<file path="src/design/tcld_pkg.sv">
// Shared types, constants and label tables of the text command line decoder.
`default_nettype none

package tcld_pkg;

  localparam int unsigned LABEL_MAX_DEF  = 15;
  localparam int unsigned VALUE_BITS_DEF = 32;

  localparam int unsigned BYTE_W  = 8;
  localparam int unsigned CODE_W  = 4;
  localparam int unsigned INDEX_W = 3;
  localparam int unsigned PARAM_W = 32;

  localparam int unsigned GROUP_N   = 4;
  localparam int unsigned SUB_N     = 11;
  localparam int unsigned NAME_MAX  = 12;
  localparam int unsigned QUEUE_DEPTH = 2;

  localparam logic [BYTE_W-1:0] CH_COLON  = 8'h3A;
  localparam logic [BYTE_W-1:0] CH_DOT    = 8'h2E;
  localparam logic [BYTE_W-1:0] CH_LBRACE = 8'h7B;
  localparam logic [BYTE_W-1:0] CH_RBRACE = 8'h7D;
  localparam logic [BYTE_W-1:0] CH_COMMA  = 8'h2C;
  localparam logic [BYTE_W-1:0] CH_MINUS  = 8'h2D;
  localparam logic [BYTE_W-1:0] CH_CR     = 8'h0D;
  localparam logic [BYTE_W-1:0] CH_LF     = 8'h0A;
  localparam logic [BYTE_W-1:0] CH_ZERO   = 8'h30;
  localparam logic [BYTE_W-1:0] CH_NINE   = 8'h39;

  localparam logic [INDEX_W-1:0] IDX_NONE       = 3'd0;
  localparam logic [INDEX_W-1:0] IDX_TORQUE     = 3'd1;
  localparam logic [INDEX_W-1:0] IDX_IMU_LAST   = 3'd5;

  typedef enum logic [3:0] {
    SC_COLON,
    SC_DOT,
    SC_LBRACE,
    SC_RBRACE,
    SC_COMMA,
    SC_MINUS,
    SC_EOL,
    SC_DIGIT,
    SC_OTHER
  } sym_class_e;

  typedef struct packed {
    logic [BYTE_W-1:0] rx_byte;
    sym_class_e        cls;
  } sym_t;

  typedef enum logic [2:0] {
    PH_HUNT,
    PH_GROUP,
    PH_SUB,
    PH_TASK,
    PH_PARAM
  } phase_e;

  typedef enum logic [CODE_W-1:0] {
    CMD_OS_VERSION,
    CMD_OS_MEMORY,
    CMD_OS_KERNEL,
    CMD_OS_TASK,
    CMD_SYS_VERSION,
    CMD_SET_MODE,
    CMD_SET_RATE,
    CMD_SET_MOTOR,
    CMD_BAT_VOLTAGE,
    CMD_BAT_CALIB,
    CMD_IMU_CALIB
  } cmd_e;

  typedef enum logic [1:0] {
    DIR_COAST,
    DIR_BRAKE,
    DIR_FORWARD,
    DIR_REVERSE
  } dir_e;

  typedef struct packed {
    cmd_e                       code;
    logic [INDEX_W-1:0]         index;
    logic signed [PARAM_W-1:0]  value;
    logic                       brake;
    logic                       last;
  } result_t;

  function automatic logic [8*NAME_MAX-1:0] group_name(input int k);
    logic [8*NAME_MAX-1:0] name;
    case (k)
      0:       name = (8*NAME_MAX)'("OS");
      1:       name = (8*NAME_MAX)'("SYS");
      2:       name = (8*NAME_MAX)'("BATTERY");
      default: name = (8*NAME_MAX)'("CALIB");
    endcase
    return name;
  endfunction

  function automatic int group_len(input int k);
    int len;
    case (k)
      0:       len = 2;
      1:       len = 3;
      2:       len = 7;
      default: len = 5;
    endcase
    return len;
  endfunction

  function automatic logic [SUB_N-1:0] group_subs(input int k);
    logic [SUB_N-1:0] subs;
    case (k)
      0:       subs = 11'h00F;
      1:       subs = 11'h0F0;
      2:       subs = 11'h300;
      default: subs = 11'h400;
    endcase
    return subs;
  endfunction

  function automatic logic [8*NAME_MAX-1:0] sub_name(input int k);
    logic [8*NAME_MAX-1:0] name;
    case (k)
      0:       name = (8*NAME_MAX)'("Version");
      1:       name = (8*NAME_MAX)'("Memory");
      2:       name = (8*NAME_MAX)'("Kernel");
      3:       name = (8*NAME_MAX)'("Task");
      4:       name = (8*NAME_MAX)'("Version");
      5:       name = (8*NAME_MAX)'("SetMode");
      6:       name = (8*NAME_MAX)'("SetTM");
      7:       name = (8*NAME_MAX)'("SetMotor");
      8:       name = (8*NAME_MAX)'("Voltage");
      9:       name = (8*NAME_MAX)'("VoltageCalib");
      default: name = (8*NAME_MAX)'("IMU");
    endcase
    return name;
  endfunction

  function automatic int sub_len(input int k);
    int len;
    case (k)
      0:       len = 7;
      1:       len = 6;
      2:       len = 6;
      3:       len = 4;
      4:       len = 7;
      5:       len = 7;
      6:       len = 5;
      7:       len = 8;
      8:       len = 7;
      9:       len = 12;
      default: len = 3;
    endcase
    return len;
  endfunction

  // Names are right-aligned in the packed word, so the first character sits highest.
  function automatic logic [BYTE_W-1:0] name_char(input logic [8*NAME_MAX-1:0] name,
                                                  input int len, input int pos);
    logic [BYTE_W-1:0] ch;
    ch = '0;
    if (pos < len) begin
      ch = name[8*(len-1-pos) +: 8];
    end
    return ch;
  endfunction

endpackage

`default_nettype wire

</file>
<file path="src/design/tcld_if.sv">
// Handshake channels of the decoder: received bytes in, decoded commands out.
`default_nettype none

interface tcld_rx_if;
  logic                        valid;
  logic                        ready;
  logic [tcld_pkg::BYTE_W-1:0] rx_byte;

  modport source (output valid, output rx_byte, input ready);
  modport sink (input valid, input rx_byte, output ready);
endinterface

interface tcld_cmd_if;
  logic                                valid;
  logic                                ready;
  logic [tcld_pkg::CODE_W-1:0]         command_code;
  logic [tcld_pkg::INDEX_W-1:0]        param_index;
  logic signed [tcld_pkg::PARAM_W-1:0] param_value;
  logic                                brake;
  logic                                last_of_command;

  modport source (output valid, output command_code, output param_index,
                  output param_value, output brake, output last_of_command,
                  input ready);
  modport sink (input valid, input command_code, input param_index,
                input param_value, input brake, input last_of_command,
                output ready);
endinterface

`default_nettype wire

</file>
<file path="src/design/tcld_front.sv">
// Front end: accepts received bytes and tags each with its character class.
`default_nettype none

module tcld_front (
  tcld_rx_if.sink          rx_i,
  input  logic             q_full_i,
  output logic             q_push_o,
  output tcld_pkg::sym_t   q_sym_o
);

  function automatic tcld_pkg::sym_class_e classify(input logic [tcld_pkg::BYTE_W-1:0] c);
    tcld_pkg::sym_class_e cls;
    if (c >= tcld_pkg::CH_ZERO && c <= tcld_pkg::CH_NINE) begin
      cls = tcld_pkg::SC_DIGIT;
    end else begin
      unique case (c)
        tcld_pkg::CH_COLON:               cls = tcld_pkg::SC_COLON;
        tcld_pkg::CH_DOT:                 cls = tcld_pkg::SC_DOT;
        tcld_pkg::CH_LBRACE:              cls = tcld_pkg::SC_LBRACE;
        tcld_pkg::CH_RBRACE:              cls = tcld_pkg::SC_RBRACE;
        tcld_pkg::CH_COMMA:               cls = tcld_pkg::SC_COMMA;
        tcld_pkg::CH_MINUS:               cls = tcld_pkg::SC_MINUS;
        tcld_pkg::CH_CR, tcld_pkg::CH_LF: cls = tcld_pkg::SC_EOL;
        default:                          cls = tcld_pkg::SC_OTHER;
      endcase
    end
    return cls;
  endfunction

  assign rx_i.ready        = !q_full_i;
  assign q_push_o          = rx_i.valid && !q_full_i;
  assign q_sym_o.rx_byte   = rx_i.rx_byte;
  assign q_sym_o.cls       = classify(rx_i.rx_byte);

endmodule

`default_nettype wire

</file>
<file path="src/design/tcld_queue.sv">
// Short queue of classified bytes between the front end and the parser.
`default_nettype none

module tcld_queue (
  input  logic           clk_i,
  input  logic           rst_ni,
  input  logic           push_i,
  input  tcld_pkg::sym_t push_sym_i,
  output logic           full_o,
  input  logic           pop_i,
  output logic           valid_o,
  output tcld_pkg::sym_t pop_sym_o
);

  localparam int unsigned Depth = tcld_pkg::QUEUE_DEPTH;
  localparam int unsigned PtrW  = (Depth > 1) ? $clog2(Depth) : 1;
  localparam int unsigned CntW  = $clog2(Depth + 1);
  localparam logic [PtrW-1:0] PtrLast = PtrW'(Depth - 1);
  localparam logic [CntW-1:0] CntFull = CntW'(Depth);

  tcld_pkg::sym_t  entry_q [Depth];
  logic [PtrW-1:0] wr_ptr_q, wr_ptr_d;
  logic [PtrW-1:0] rd_ptr_q, rd_ptr_d;
  logic [CntW-1:0] count_q, count_d;
  logic            do_push, do_pop;

  assign full_o    = (count_q == CntFull);
  assign valid_o   = (count_q != '0);
  assign pop_sym_o = entry_q[rd_ptr_q];
  assign do_push   = push_i && !full_o;
  assign do_pop    = pop_i && valid_o;

  always_comb begin
    wr_ptr_d = wr_ptr_q;
    rd_ptr_d = rd_ptr_q;
    count_d  = count_q;
    if (do_push) begin
      wr_ptr_d = (wr_ptr_q == PtrLast) ? '0 : wr_ptr_q + 1'b1;
    end
    if (do_pop) begin
      rd_ptr_d = (rd_ptr_q == PtrLast) ? '0 : rd_ptr_q + 1'b1;
    end
    if (do_push && !do_pop) begin
      count_d = count_q + 1'b1;
    end else if (do_pop && !do_push) begin
      count_d = count_q - 1'b1;
    end
  end

  always_ff @(posedge clk_i or negedge rst_ni) begin
    if (!rst_ni) begin
      wr_ptr_q <= '0;
      rd_ptr_q <= '0;
      count_q  <= '0;
    end else begin
      wr_ptr_q <= wr_ptr_d;
      rd_ptr_q <= rd_ptr_d;
      count_q  <= count_d;
    end
  end

  always_ff @(posedge clk_i) begin
    if (do_push) begin
      entry_q[wr_ptr_q] <= push_sym_i;
    end
  end

endmodule

`default_nettype wire

</file>
<file path="src/design/tcld_back.sv">
// Back end: label matching, parameter parsing and the registered result stage.
`default_nettype none

module tcld_back #(
  parameter int unsigned LABEL_MAX  = tcld_pkg::LABEL_MAX_DEF,
  parameter int unsigned VALUE_BITS = tcld_pkg::VALUE_BITS_DEF
) (
  input  logic           clk_i,
  input  logic           rst_ni,
  input  logic           q_valid_i,
  input  tcld_pkg::sym_t q_sym_i,
  output logic           q_pop_o,
  tcld_cmd_if.source     cmd_o
);

  localparam int unsigned LenW   = $clog2(LABEL_MAX + 2);
  localparam logic [LenW-1:0] LenSat = LenW'(LABEL_MAX + 1);
  localparam int unsigned AccW   = VALUE_BITS - 1;
  localparam int unsigned PW     = tcld_pkg::PARAM_W;
  localparam int unsigned GroupN = tcld_pkg::GROUP_N;
  localparam int unsigned SubN   = tcld_pkg::SUB_N;
  localparam logic signed [VALUE_BITS-1:0] VOne = VALUE_BITS'(1);
  localparam logic signed [VALUE_BITS-1:0] VTwo = VALUE_BITS'(2);

  tcld_pkg::phase_e     phase_q, phase_d;
  logic [GroupN-1:0]    grp_mask_q, grp_mask_d;
  logic [SubN-1:0]      sub_mask_q, sub_mask_d;
  logic [LenW-1:0]      len_q, len_d;
  tcld_pkg::cmd_e       sel_q, sel_d;
  logic [AccW-1:0]      acc_q, acc_d;
  logic                 neg_q, neg_d;
  logic                 bad_q, bad_d;
  logic                 started_q, started_d;
  logic [2:0]           done_q, done_d;
  tcld_pkg::dir_e       dir_q, dir_d;
  logic                 out_valid_q, out_valid_d;
  tcld_pkg::result_t    res_q, res_d;

  logic                       step;
  logic                       emit;
  logic [7:0]                 c;
  tcld_pkg::sym_class_e       cls;
  logic                       is_end;
  logic [GroupN-1:0]          grp_narrow;
  logic [SubN-1:0]            sub_narrow;
  logic                       grp_hit;
  logic [1:0]                 grp_idx;
  logic                       sub_hit;
  logic [3:0]                 sub_idx;
  logic [LenW-1:0]            len_inc;
  logic [AccW+3:0]            prod;
  logic [AccW-1:0]            acc_dig;
  logic signed [VALUE_BITS-1:0] mag;
  logic signed [VALUE_BITS-1:0] v;
  logic signed [VALUE_BITS-1:0] res_v;

  assign c       = q_sym_i.rx_byte;
  assign cls     = q_sym_i.cls;
  assign is_end  = (cls == tcld_pkg::SC_DOT) || (cls == tcld_pkg::SC_EOL);
  assign step    = q_valid_i && (!out_valid_q || cmd_o.ready);
  assign q_pop_o = step;
  assign len_inc = (len_q < LenSat) ? len_q + 1'b1 : len_q;

  // Decimal accumulate with saturation at the largest positive value.
  assign prod    = ({4'b0, acc_q} << 3) + ({4'b0, acc_q} << 1) + (AccW+4)'(c[3:0]);
  assign acc_dig = (|prod[AccW+3:AccW]) ? {AccW{1'b1}} : prod[AccW-1:0];

  assign mag = signed'({1'b0, acc_q});
  assign v   = bad_q ? '0 : (neg_q ? -mag : mag);

  always_comb begin
    grp_hit = 1'b0;
    grp_idx = '0;
    for (int k = GroupN - 1; k >= 0; k--) begin
      grp_narrow[k] = grp_mask_q[k] && (int'(len_q) < tcld_pkg::group_len(k)) &&
                      (tcld_pkg::name_char(tcld_pkg::group_name(k), tcld_pkg::group_len(k),
                                           int'(len_q)) == c);
      if (grp_mask_q[k] && int'(len_q) == tcld_pkg::group_len(k) &&
          int'(len_q) <= int'(LABEL_MAX)) begin
        grp_hit = 1'b1;
        grp_idx = 2'(k);
      end
    end
  end

  always_comb begin
    sub_hit = 1'b0;
    sub_idx = '0;
    for (int k = SubN - 1; k >= 0; k--) begin
      sub_narrow[k] = sub_mask_q[k] && (int'(len_q) < tcld_pkg::sub_len(k)) &&
                      (tcld_pkg::name_char(tcld_pkg::sub_name(k), tcld_pkg::sub_len(k),
                                           int'(len_q)) == c);
      if (sub_mask_q[k] && int'(len_q) == tcld_pkg::sub_len(k) &&
          int'(len_q) <= int'(LABEL_MAX)) begin
        sub_hit = 1'b1;
        sub_idx = 4'(k);
      end
    end
  end

  always_comb begin
    phase_d    = phase_q;
    grp_mask_d = grp_mask_q;
    sub_mask_d = sub_mask_q;
    len_d      = len_q;
    sel_d      = sel_q;
    acc_d      = acc_q;
    neg_d      = neg_q;
    bad_d      = bad_q;
    started_d  = started_q;
    done_d     = done_q;
    dir_d      = dir_q;
    emit       = 1'b0;
    res_v      = '0;
    res_d      = res_q;
    res_d.index = tcld_pkg::IDX_NONE;
    res_d.brake = 1'b0;
    res_d.last  = 1'b1;
    res_d.code  = sel_q;

    if (step) begin
      unique case (phase_q)
        tcld_pkg::PH_GROUP: begin
          if (is_end) begin
            if (cls == tcld_pkg::SC_DOT && grp_hit) begin
              sub_mask_d = tcld_pkg::group_subs(int'(grp_idx));
              len_d      = '0;
              phase_d    = tcld_pkg::PH_SUB;
            end else begin
              phase_d = tcld_pkg::PH_HUNT;
            end
          end else begin
            grp_mask_d = grp_narrow;
            len_d      = len_inc;
          end
        end

        tcld_pkg::PH_SUB: begin
          if (!is_end) begin
            sub_mask_d = sub_narrow;
            len_d      = len_inc;
          end else begin
            phase_d = tcld_pkg::PH_HUNT;
            if (sub_hit) begin
              sel_d      = tcld_pkg::cmd_e'(sub_idx);
              acc_d      = '0;
              neg_d      = 1'b0;
              bad_d      = 1'b0;
              started_d  = 1'b0;
              done_d     = '0;
              res_d.code = tcld_pkg::cmd_e'(sub_idx);
              case (tcld_pkg::cmd_e'(sub_idx)) inside
                tcld_pkg::CMD_OS_VERSION, tcld_pkg::CMD_OS_MEMORY, tcld_pkg::CMD_OS_KERNEL,
                tcld_pkg::CMD_SYS_VERSION, tcld_pkg::CMD_BAT_VOLTAGE: begin
                  emit = 1'b1;
                end
                tcld_pkg::CMD_OS_TASK: begin
                  phase_d = tcld_pkg::PH_TASK;
                end
                default: begin
                  phase_d = tcld_pkg::PH_PARAM;
                end
              endcase
            end
          end
        end

        tcld_pkg::PH_TASK: begin
          if (cls == tcld_pkg::SC_DIGIT) begin
            acc_d = acc_dig;
          end else begin
            phase_d = tcld_pkg::PH_HUNT;
            emit    = 1'b1;
            res_v   = mag;
          end
        end

        tcld_pkg::PH_PARAM: begin
          if (!started_q && (cls == tcld_pkg::SC_DOT || cls == tcld_pkg::SC_LBRACE)) begin
            started_d = 1'b0;
          end else if (!(cls == tcld_pkg::SC_COMMA || cls == tcld_pkg::SC_RBRACE ||
                         cls == tcld_pkg::SC_EOL)) begin
            if (cls == tcld_pkg::SC_MINUS) begin
              neg_d = 1'b1;
            end else if (cls == tcld_pkg::SC_DIGIT) begin
              acc_d = acc_dig;
            end else begin
              bad_d = 1'b1;
            end
            started_d = 1'b1;
          end else begin
            acc_d     = '0;
            neg_d     = 1'b0;
            bad_d     = 1'b0;
            started_d = 1'b0;
            unique case (sel_q)
              tcld_pkg::CMD_SET_MODE: begin
                phase_d = tcld_pkg::PH_HUNT;
                emit    = 1'b1;
                res_v   = (v == VOne || v == VTwo) ? v : '0;
              end
              tcld_pkg::CMD_SET_RATE: begin
                phase_d = tcld_pkg::PH_HUNT;
                emit    = 1'b1;
                res_v   = v[VALUE_BITS-1] ? '0 : v;
              end
              tcld_pkg::CMD_SET_MOTOR: begin
                if (done_q == '0) begin
                  done_d = 3'd1;
                  if (!v[VALUE_BITS-1] && v <= VTwo) begin
                    dir_d = tcld_pkg::dir_e'(v[1:0]);
                  end else begin
                    dir_d = tcld_pkg::DIR_REVERSE;
                  end
                end else begin
                  phase_d     = tcld_pkg::PH_HUNT;
                  done_d      = '0;
                  emit        = 1'b1;
                  res_d.index = tcld_pkg::IDX_TORQUE;
                  unique case (dir_q)
                    tcld_pkg::DIR_COAST:   res_v = '0;
                    tcld_pkg::DIR_BRAKE: begin
                      res_v       = '0;
                      res_d.brake = 1'b1;
                    end
                    tcld_pkg::DIR_FORWARD: res_v = v;
                    default:               res_v = -v;
                  endcase
                end
              end
              tcld_pkg::CMD_BAT_CALIB: begin
                phase_d = tcld_pkg::PH_HUNT;
                emit    = 1'b1;
                res_v   = v;
              end
              default: begin
                emit  = 1'b1;
                res_v = v;
                if (done_q >= tcld_pkg::IDX_IMU_LAST) begin
                  phase_d     = tcld_pkg::PH_HUNT;
                  done_d      = '0;
                  res_d.index = tcld_pkg::IDX_IMU_LAST;
                end else begin
                  done_d      = done_q + 1'b1;
                  res_d.index = done_q;
                  res_d.last  = 1'b0;
                end
              end
            endcase
          end
        end

        default: begin
          if (cls == tcld_pkg::SC_COLON) begin
            grp_mask_d = '1;
            len_d      = '0;
            phase_d    = tcld_pkg::PH_GROUP;
          end
        end
      endcase
    end

    res_d.value = PW'(res_v);
    out_valid_d = out_valid_q && !cmd_o.ready;
    if (step) begin
      out_valid_d = emit;
    end
  end

  always_ff @(posedge clk_i or negedge rst_ni) begin
    if (!rst_ni) begin
      phase_q     <= tcld_pkg::PH_HUNT;
      grp_mask_q  <= '1;
      sub_mask_q  <= '1;
      len_q       <= '0;
      sel_q       <= tcld_pkg::CMD_OS_VERSION;
      acc_q       <= '0;
      neg_q       <= 1'b0;
      bad_q       <= 1'b0;
      started_q   <= 1'b0;
      done_q      <= '0;
      dir_q       <= tcld_pkg::DIR_COAST;
      out_valid_q <= 1'b0;
    end else begin
      phase_q     <= phase_d;
      grp_mask_q  <= grp_mask_d;
      sub_mask_q  <= sub_mask_d;
      len_q       <= len_d;
      sel_q       <= sel_d;
      acc_q       <= acc_d;
      neg_q       <= neg_d;
      bad_q       <= bad_d;
      started_q   <= started_d;
      done_q      <= done_d;
      dir_q       <= dir_d;
      out_valid_q <= out_valid_d;
    end
  end

  always_ff @(posedge clk_i) begin
    if (step && emit) begin
      res_q <= res_d;
    end
  end

  assign cmd_o.valid           = out_valid_q;
  assign cmd_o.command_code    = res_q.code;
  assign cmd_o.param_index     = res_q.index;
  assign cmd_o.param_value     = res_q.value;
  assign cmd_o.brake           = res_q.brake;
  assign cmd_o.last_of_command = res_q.last;

endmodule

`default_nettype wire

</file>
<file path="src/design/text_command_line_decoder.sv">
// Top level of the text command line decoder.
`default_nettype none

// Decodes a stream of received characters of the form :GROUP.Subcommand.{v1,v2,...}
// into command items, one byte per clock cycle sustained while results are taken. A
// front end tags each accepted byte with its character class and writes it into a
// two-entry queue; the parser drains the queue at one byte per cycle while no result
// waits, and its per-byte state update sets the rate. A result is written into the
// output register at the same edge at which its byte leaves the queue, so the byte
// that completes an item passes the queue entry, then the output register. While a
// result waits, the queue keeps accepting bytes until it is full. Labels longer than
// LABEL_MAX never match, and decimal magnitudes saturate at 2^(VALUE_BITS-1)-1.
module text_command_line_decoder #(
  parameter int unsigned LABEL_MAX  = tcld_pkg::LABEL_MAX_DEF,
  parameter int unsigned VALUE_BITS = tcld_pkg::VALUE_BITS_DEF
) (
  input  logic       clk_i,
  input  logic       rst_ni,
  tcld_rx_if.sink    rx_i,
  tcld_cmd_if.source cmd_o
);

  logic           q_push;
  logic           q_full;
  logic           q_pop;
  logic           q_valid;
  tcld_pkg::sym_t push_sym;
  tcld_pkg::sym_t pop_sym;

  tcld_front u_front (
    .rx_i     (rx_i),
    .q_full_i (q_full),
    .q_push_o (q_push),
    .q_sym_o  (push_sym)
  );

  tcld_queue u_queue (
    .clk_i      (clk_i),
    .rst_ni     (rst_ni),
    .push_i     (q_push),
    .push_sym_i (push_sym),
    .full_o     (q_full),
    .pop_i      (q_pop),
    .valid_o    (q_valid),
    .pop_sym_o  (pop_sym)
  );

  tcld_back #(
    .LABEL_MAX  (LABEL_MAX),
    .VALUE_BITS (VALUE_BITS)
  ) u_back (
    .clk_i     (clk_i),
    .rst_ni    (rst_ni),
    .q_valid_i (q_valid),
    .q_sym_i   (pop_sym),
    .q_pop_o   (q_pop),
    .cmd_o     (cmd_o)
  );

endmodule

`default_nettype wire

</file>
<file path="src/flat_wrapper.sv">
// flat-port wrapper written by rule: the top's interface ports become plain ports
module text_command_line_decoder_flat 
#(
  parameter int unsigned LABEL_MAX  = tcld_pkg::LABEL_MAX_DEF,
  parameter int unsigned VALUE_BITS = tcld_pkg::VALUE_BITS_DEF
)
  (clk_i, rst_ni, rx_i_valid, rx_i_rx_byte, rx_i_ready, cmd_o_valid, cmd_o_command_code, cmd_o_param_index, cmd_o_param_value, cmd_o_brake, cmd_o_last_of_command, cmd_o_ready);
  tcld_rx_if rx_i_i ();
  tcld_cmd_if cmd_o_i ();
  input  logic clk_i;
  input  logic rst_ni;
  input wire logic [$bits(rx_i_i.valid)-1:0] rx_i_valid;
  input wire logic [$bits(rx_i_i.rx_byte)-1:0] rx_i_rx_byte;
  output wire logic [$bits(rx_i_i.ready)-1:0] rx_i_ready;
  output wire logic [$bits(cmd_o_i.valid)-1:0] cmd_o_valid;
  output wire logic [$bits(cmd_o_i.command_code)-1:0] cmd_o_command_code;
  output wire logic [$bits(cmd_o_i.param_index)-1:0] cmd_o_param_index;
  output wire logic [$bits(cmd_o_i.param_value)-1:0] cmd_o_param_value;
  output wire logic [$bits(cmd_o_i.brake)-1:0] cmd_o_brake;
  output wire logic [$bits(cmd_o_i.last_of_command)-1:0] cmd_o_last_of_command;
  input wire logic [$bits(cmd_o_i.ready)-1:0] cmd_o_ready;
  assign rx_i_i.valid = rx_i_valid;
  assign rx_i_i.rx_byte = rx_i_rx_byte;
  assign rx_i_ready = rx_i_i.ready;
  assign cmd_o_valid = cmd_o_i.valid;
  assign cmd_o_command_code = cmd_o_i.command_code;
  assign cmd_o_param_index = cmd_o_i.param_index;
  assign cmd_o_param_value = cmd_o_i.param_value;
  assign cmd_o_brake = cmd_o_i.brake;
  assign cmd_o_last_of_command = cmd_o_i.last_of_command;
  assign cmd_o_i.ready = cmd_o_ready;
  text_command_line_decoder #(.LABEL_MAX(LABEL_MAX), .VALUE_BITS(VALUE_BITS)) u_core (.clk_i(clk_i), .rst_ni(rst_ni), .rx_i(rx_i_i), .cmd_o(cmd_o_i));
endmodule
</file>
<file path="config.mk">
export PLATFORM = sky130hd
export DESIGN_NAME = text_command_line_decoder_flat
export DESIGN_NICKNAME = d
export VERILOG_FILES = /design/src/design/tcld_pkg.sv /design/src/design/tcld_if.sv /design/src/design/tcld_front.sv /design/src/design/tcld_queue.sv /design/src/design/tcld_back.sv /design/src/design/text_command_line_decoder.sv /design/src/flat_wrapper.sv
export SDC_FILE = /design/constraint.sdc
export NUM_CORES = 1
export LEC_CHECK = 0
export BUFFER_PORTS_ARGS = -buffer_cell sky130_fd_sc_hd__buf_2
export CORE_UTILIZATION = 40
export CTS_BUF_LIST = sky130_fd_sc_hd__clkbuf_2
export CTS_CLUSTER_DIAMETER = 30
export DETAILED_ROUTE_END_ITERATION = 6
export PLACE_DENSITY = 0.58
export SLEW_MARGIN = 10
export SYNTH_ARGS = -nofsm -noshare
export SYNTH_HDL_FRONTEND = slang
export SYNTH_SLANG_ARGS = --single-unit
</file>
<file path="constraint.sdc">
create_clock -name clk_i -period 6 [get_ports clk_i]
set_clock_uncertainty 0.05 [all_clocks]
set_input_delay 1.2 -clock clk_i [delete_from_list [all_inputs] [get_ports clk_i]]
set_output_delay 1.2 -clock clk_i [all_outputs]
set_load 0.01 [all_outputs]
</file>
Word-level counts from Yosys, hierarchy flattened --
Memories as Yosys holds them, arrays and structs flattened. Index checks and enable logic that the tools add are counted.
Operators by class: reduce and logical (&&, ||, !) cells 118, equal/unequal tests 73, magnitude comparators 14, bitwise operators 7, shifts and indexed selects 14, add/subtract/negate cells 18, mux-type cells 145
Operator list (number):
- $shiftx 96x9->8 const A | 14
- $mux 31 | 9
- $mux 32 | 6
- $pmux 32 s2 | 2
- $eq 8x8->1 | 14
- $mux 8 | 14
- $pmux 32 s3 | 1
- $pmux 31 s3 | 1
- $logic_and 1x1->1 | 72
- $mux 4 | 17
- $mux 3 | 20
- $mux 1 | 44
- $add 34x32->35 | 1
- $add 35x4->35 | 1
- $mux 11 | 3
- $pmux 11 s3 | 1
- $eq 32x2->1 const B | 1
- $eq 32x3->1 const B | 1
- $eq 4x3->1 const B | 8
- $eq 8x6->1 const B | 4
- $le 32x3->1 const B | 1
- $neg 31->32 | 1
- $neg 32->32 | 1
- $pmux 4 s7 | 1
- 63 further kinds | 151
Word-level totals: output and inout bits 43, bits in registers 112, bits of input ports 12, memories kept 1, bits in writable memories 24
Memories:
- u_core.u_queue.entry_q | words 2, width 12, read ports 1, clocked after Yosys merged registers in 0, write ports 1, RTL line tcld_queue.sv:21 | tcld_pkg::sym_t entry_q [Depth];

Longest topological paths before layout --
depth after elaboration 22, gate-level depth with buffers 20

Hierarchy --
A second synthesis with hierarchy kept.
Second synthesis, totals: cells, all modules 1738, area, all modules 13812.0 µm²
Modules (own cells, without submodules):
- tcld_back | area each 12473.2 µm², cells each 1642, times used 1
- tcld_queue | area each 1069.8 µm², cells each 56, times used 1
- tcld_front | area each 269.0 µm², cells each 40, times used 1

Least setup slack after synthesis --
OpenSTA, ideal clock, no wires.
path type register to register, start point reg u_core.u_back.len_q[0], end point reg u_core.u_back.res_q, in the netlist u_core.u_back.cmd_o.brake (enable), path buffers 3, data required time 5.446 ns, stages on the path, launching flop included 14, path slack -0.197 ns, period minus slack after synthesis 6.197 ns, arrival 5.642 ns, setup time 0.504 ns, cells stage by stage dfrtp_1 > clkbuf_1 > inv_1 > clkbuf_1 > clkbuf_1 > ha_1 > nand3_1 > and4_1 > a21oi_1 > o22ai_1 > o2bb2ai_1 > a21oi_1 > nor3_1 > a211oi_1
Between the ends: longest elaborated chain between the ends 22, elaborated cells between the ends (all ways) 64, those cells by class 1 x order compare; 11 x eq/ne; 27 x mux; 25 x reduce/logical
Ends and longest elaborated chain:
- from (decl) | RTL line tcld_back.sv:28 | logic [LenW-1:0] len_q, len_d;
- from (signal assigned) | RTL line tcld_back.sv:288 | len_q <= len_d;
- parallel branches: the longest is 17 deep, another holds $le 5x4->1
- $mux 1 (*) | RTL line tcld_back.sv:144 | if (sub_hit) begin
- $mux 1 (*) | RTL line tcld_back.sv:139 | if (!is_end) begin
- $pmux 1 s3 (*) | RTL line tcld_back.sv:122 | unique case (phase_q)
- $mux 1 (*) | RTL line tcld_back.sv:121 | if (step) begin
- $logic_and 1x1->1 (*) | RTL line tcld_back.sv:301 | if (step && emit) begin
- to (signal assigned) | RTL line tcld_back.sv:302 | res_q <= res_d;
- to (decl) | RTL line tcld_back.sv:37 | tcld_pkg::result_t res_q, res_d;
Mark *: on every way between the ends. A chain may end at the register's enable or synchronous reset.

Final worst setup path --
start point reg u_core.u_back.acc_q[0], end point reg u_core.u_back.res_q, in the netlist u_core.u_back.cmd_o.param_value[19], data pin
Between the ends: longest elaborated chain between the ends 10, elaborated cells between the ends (all ways) 15, those cells by class 2 x add/sub; 2 x eq/ne; 10 x mux; 1 x reduce/logical
Ends and longest elaborated chain:
- from (decl) | RTL line tcld_back.sv:30 | logic [AccW-1:0] acc_q, acc_d;
- from (signal assigned) | RTL line tcld_back.sv:277 | acc_q <= '0;
- from (signal assigned) | RTL line tcld_back.sv:290 | acc_q <= acc_d;
- $neg 31->32 | RTL line tcld_back.sv:69 | assign v = bad_q ? '0 : (neg_q ? -mag : mag);
- $mux 32 (*) (2 in a row) | RTL line tcld_back.sv:69
- $neg 32->32, or another cell as far along | RTL line tcld_back.sv:227 | default: res_v = -v;
- $pmux 32 s2 / $logic_or 1x1->1 (equally long branches) | RTL line tcld_back.sv:220, tcld_back.sv:200
- $mux 32 (on tied branches) | RTL line tcld_back.sv:208, tcld_back.sv:200
- $pmux 32 s3 (*) | RTL line tcld_back.sv:196 | unique case (sel_q)
- $mux 32 (*) | RTL line tcld_back.sv:181 | end else if (!(cls == tcld_pkg::SC_COMMA || cls == tcld_pkg::SC_RBRACE ||
- $mux 32 (*) | RTL line tcld_back.sv:179 | if (!started_q && (cls == tcld_pkg::SC_DOT || cls == tcld_pkg::SC_LBRACE)) begin
- $pmux 32 s2 (*) | RTL line tcld_back.sv:122
Every way passes the cells marked *; elsewhere a longest branch is shown, timed or not.

==> run_summary.xml <==
<?xml version="1.0" encoding="UTF-8"?>
<metrics>
  <group name="run_status">
    <metric name="status" unit="">finished, final reports clean</metric>
  </group>
  <group name="grt">
    <metric name="overflow" unit="">0</metric>
    <metric name="grt_pass1_wl" unit="um">72050</metric>
    <metric name="grt_antenna_before_repair" unit="">1</metric>
    <metric name="maximum_number_of_pins_on_one_net_before_global_route_repair" unit="">60</metric>
    <metric name="grtUsageTotal" unit="%">25.75</metric>
    <metric name="first_global_vias" unit="">12660</metric>
  </group>
  <group name="worst_setup_path">
    <metric name="worst-path-max-fanout" unit="">25</metric>
    <metric name="startpoint_type" unit="">register</metric>
    <metric name="arrival" unit="ns">5.41</metric>
    <metric name="ws_path_type" unit="">register to register</metric>
    <metric name="worst-r2r-setup-slack" unit="ns">1.15</metric>
    <metric name="cp_data_required_time" unit="ns">6.56</metric>
    <metric name="timing.rr.start" unit="">u_core.u_back.acc_q[0]</metric>
    <metric name="r2r_end" unit="">u_core.u_back.cmd_o.param_value[19]</metric>
    <metric name="r2r_cells" unit="">12</metric>
    <metric name="worstSetupStartpoint" unit="">u_core.u_back.acc_q[0]</metric>
    <metric name="cp-end-kind" unit="">register</metric>
  </group>
  <group name="route">
    <metric name="remaining_drc_errors" unit="">0</metric>
    <metric name="dr_total_vias" unit="">13490</metric>
    <metric name="final_antenna_net_count" unit="">0</metric>
    <metric name="detail_route.first_pass.iterations" unit="">5</metric>
    <metric name="totalWireLength" unit="um">44200</metric>
    <metric name="dr.first_iter.drc_count" unit="">1493</metric>
    <metric name="drt-vias-per-instance" unit="">6.192</metric>
    <metric name="wire_per_inst" unit="um">20.29</metric>
  </group>
  <group name="logic_synthesis">
    <metric name="synthesis.area_per_instance" unit="sq um">7.911</metric>
    <metric name="synth_sequential_area_ratio" unit="%">27.51</metric>
    <metric name="post_synthesis_instance_area" unit="sq um">13620</metric>
    <metric name="yosys.area_share.simple" unit="%">23.00</metric>
    <metric name="synth.area.mux_share" unit="%">2.535</metric>
    <metric name="synth_async_sr_flop_share" unit="%">52.21</metric>
    <metric name="post_synth_fa_ha_maj_area_fraction" unit="%">8.376</metric>
    <metric name="synth.ff_latch_count" unit="">136</metric>
    <metric name="synthXorXnorAreaFrac" unit="%">6.677</metric>
    <metric name="syn_nets" unit="">1824</metric>
    <metric name="yosys.cell_types.count" unit="">94</metric>
    <metric name="synth_compound_gate_area_share" unit="%">27.34</metric>
    <metric name="number_of_enable_flip_flop_cells_after_synthesis" unit="">65</metric>
    <metric name="dominant_combinational_cell_family_by_area_after_synthesis" unit="">compound AO/OA/AOI/OAI gates</metric>
    <metric name="post_synth_inst_count" unit="">1722</metric>
    <metric name="dominantRegCellSynth" unit="">edfxtp_1</metric>
    <metric name="synth-warning-count" unit="">0</metric>
  </group>
  <group name="floorplan">
    <metric name="design.die.area" unit="sq um">34800</metric>
    <metric name="core_area" unit="sq um">33530</metric>
    <metric name="die_height" unit="um">186.5</metric>
    <metric name="die_width" unit="um">186.5</metric>
    <metric name="initial_utilization" unit="%">40.63</metric>
    <metric name="io_pins" unit="">55</metric>
    <metric name="rows" unit="">67</metric>
  </group>
  <group name="sta">
    <metric name="max_freq" unit="MHz">206.0</metric>
    <metric name="setup-tns-final" unit="ns">0</metric>
    <metric name="rsz0062_at_grt" unit="">no</metric>
    <metric name="tightestPinTransition" unit="ns">1.142</metric>
    <metric name="final_period_minus_worst_setup_slack" unit="ns">4.855</metric>
    <metric name="final_min_period_over_clock_period" unit="%">80.91</metric>
    <metric name="report.final.hold_viol_count" unit="">0</metric>
    <metric name="relSlewSlack" unit="%">23.32</metric>
    <metric name="timing.final.max_slew_violations" unit="">0</metric>
    <metric name="report.final.setup_viol" unit="">0</metric>
  </group>
  <group name="worst_hold_path">
    <metric name="hold_path_class" unit="">input port to asynchronous set/reset pin</metric>
  </group>
  <group name="cts">
    <metric name="worstSkewPairLatency" unit="ns">0.82</metric>
    <metric name="htree_num_levels" unit="">4</metric>
    <metric name="clock-sinks" unit="">136</metric>
    <metric name="post_cts.repair.setup_buffers" unit="">0</metric>
    <metric name="cts-resized-gates" unit="">0</metric>
    <metric name="clock_path_buffers" unit="">2</metric>
    <metric name="cts_hold_buf" unit="">0</metric>
    <metric name="ctsRootBufferMaster" unit="">clkbuf_2</metric>
    <metric name="clkTransAtPathRegs" unit="ns">0.23</metric>
    <metric name="cts_tree" unit="">done</metric>
    <metric name="numCtsBuffers" unit="">17</metric>
  </group>
  <group name="layout">
    <metric name="area.growth.synth_to_final" unit="%">7.118</metric>
    <metric name="finalCoreUtilization" unit="%">43.52</metric>
    <metric name="fin_nets" unit="">1818</metric>
    <metric name="share_of_cells_above_drive_strength_1" unit="%">11.28</metric>
    <metric name="post-route-cell-area" unit="sq um">14590</metric>
  </group>
  <group name="place">
    <metric name="hpwlAfterDp" unit="um">32710</metric>
    <metric name="place_congestion" unit="">0.9748</metric>
    <metric name="number_of_buffers_added_on_ports" unit="">54</metric>
    <metric name="place_area" unit="sq um">14300</metric>
  </group>
  <group name="power_and_ir_drop">
    <metric name="cellLeakagePower" unit="nW">5.718</metric>
    <metric name="vdd_drop_max" unit="V">0.0002694</metric>
    <metric name="p_per_area" unit="nW/um^2">562.9</metric>
  </group>
  <group name="run">
    <metric name="drv.max_cap_violation_count" unit="">0</metric>
  </group>
</metrics>
==> layout by cell type, fill, tap and decap left out, drive strengths merged, types with 11 or more instances in the layout <==
cell type,synthesis,final
nand2,188,188
inv,35,35
clkbuf,89,18
dfstp,15,15
nand2b,13,13
mux2i,21,21
and2,21,21
a31oi,26,26
ha,88,88
nand3,62,62
nor2b,20,20
buf,25,89
dfrtp,56,56
nor2,144,144
nand4,15,15
o31ai,24,24
o41ai,11,11
clkinv,9,15
a21o,19,19
o21ai,135,135
o21a,15,15
mux2,12,12
and3,21,21
a22oi,18,18
edfxtp,65,65
xnor2,69,69
or3,18,18
xor2,34,34
a211oi,14,14
a21oi,151,151
nor3,59,59
o22ai,19,19
o211ai,20,20
nor4,22,22
==> layer usage <==
layer | up-vias | track usage [%] | wire length [um]
met5 | - | 0 | 0
met4 | 0 | 6.904 | 642
met3 | 46 | 4.288 | 3899
met2 | 596 | 37.36 | 18700
met1 | 6417 | 38.98 | 20950
li1 | 6427 | - | -
==> metrics by stage <==
step	hold slack, ns	total power [mW]	cells	setup slack, ns
after detailed placement	0.4408	7.386	2145	1.279
after global placement	0.4191	7.367	2145	1.355
after global routing	0.1310	8.874	2178	0.8138
after CTS	0.09412	8.090	2177	1.245
final	0.1835	8.214	2178	1.145
after floorplan	0.4073	5.981	1722	1.094
==> registers in the layout, summed over array words and instances, names as in the netlist, 4 cells and up <==
signal	flops
u_core.u_back.acc_q	31
u_core.u_back.cmd_o.command_code	4
u_core.u_back.cmd_o.param_value	32
u_core.u_back.grp_mask_q	4
u_core.u_back.len_q	5
u_core.u_back.sel_q	4
u_core.u_back.sub_mask_q	11
u_core.u_queue.entry_q	24
==> logic make-up after synthesis <==
| logic type | Yosys count |
|---|---|
| simple gates | 637 |
| fa+ha+maj | 90 |
| mux | 33 |
| buf+inv | 158 |
| compound gates | 565 |
| flops | 136 |
| xor+xnor | 103 |
==> worst max-delay path, cell delays in order, from the launching register on <==
cell	delay, ns
dfrtp_1	0.56
inv_1	0.19
ha_1	0.32
nor4b_1	0.69
nand3_1	0.40
nand2_1	0.17
o311ai_2	0.25
a2111oi_2	0.49
nand3b_1	0.23
nor4_4	0.33
a21o_2	0.54
o311ai_0	0.22
a21oi_1	0.19
==> worst max path at each step <==
stage / depth (start not counted) / slack (ns) / to
after global placement: 12 / 1.36 / u_core.u_back.sub_mask_q[6]
after global routing: 12 / 0.81 / u_core.u_back.sub_mask_q[5]
after detailed placement: 16 / 1.28 / u_core.u_back.acc_q[3]
after floorplan: 20 / 1.09 / u_core.u_back.acc_q[0]
after CTS: 12 / 1.25 / u_core.u_back.cmd_o.param_value[19]
final: 12 / 1.15 / u_core.u_back.cmd_o.param_value[19]
==> layout make-up <==
| class | instances | area, sq um |
|---|---|---|
| diodes | 1 | 2.502 |
| well taps | 448 | 560.5 |
| clock buffers | 18 | 90.09 |
| repair buffers | 89 | 535.5 |
| flip-flops and latches | 136 | 3747 |
| inverters | 44 | 165.2 |
| fillers | 3333 | 18940 |
| clock inverters | 14 | 205.2 |
| multi-input cells | 1428 | 9286 |
==> report_power, final <==
group          total [mW]  internal, mW  switching (mW)
logic                6.06          2.23            3.83
registers            1.47          1.16           0.308
clock network       0.686         0.313           0.373
==> cells in the mapped netlist (all sizes together), types with 22 or more instances <==
| library cell | n | area (sq um) |
|---|---|---|
| dfrtp | 56 | 1401 |
| xor2 | 34 | 305.3 |
| nand2 | 188 | 705.7 |
| nor3 | 59 | 315.3 |
| buf | 25 | 121.4 |
| nor2 | 144 | 540.5 |
| inv | 35 | 131.4 |
| clkbuf | 89 | 335.3 |
| a21oi | 151 | 759.5 |
| xnor2 | 69 | 604.3 |
| edfxtp | 65 | 1952 |
| ha | 88 | 1101 |
| nand3 | 62 | 310.3 |
| o31ai | 24 | 185.2 |
| a31oi | 26 | 162.7 |
| o21ai | 135 | 675.6 |
| nor4 | 22 | 158.9 |
(Power assumes the default switching activity.)
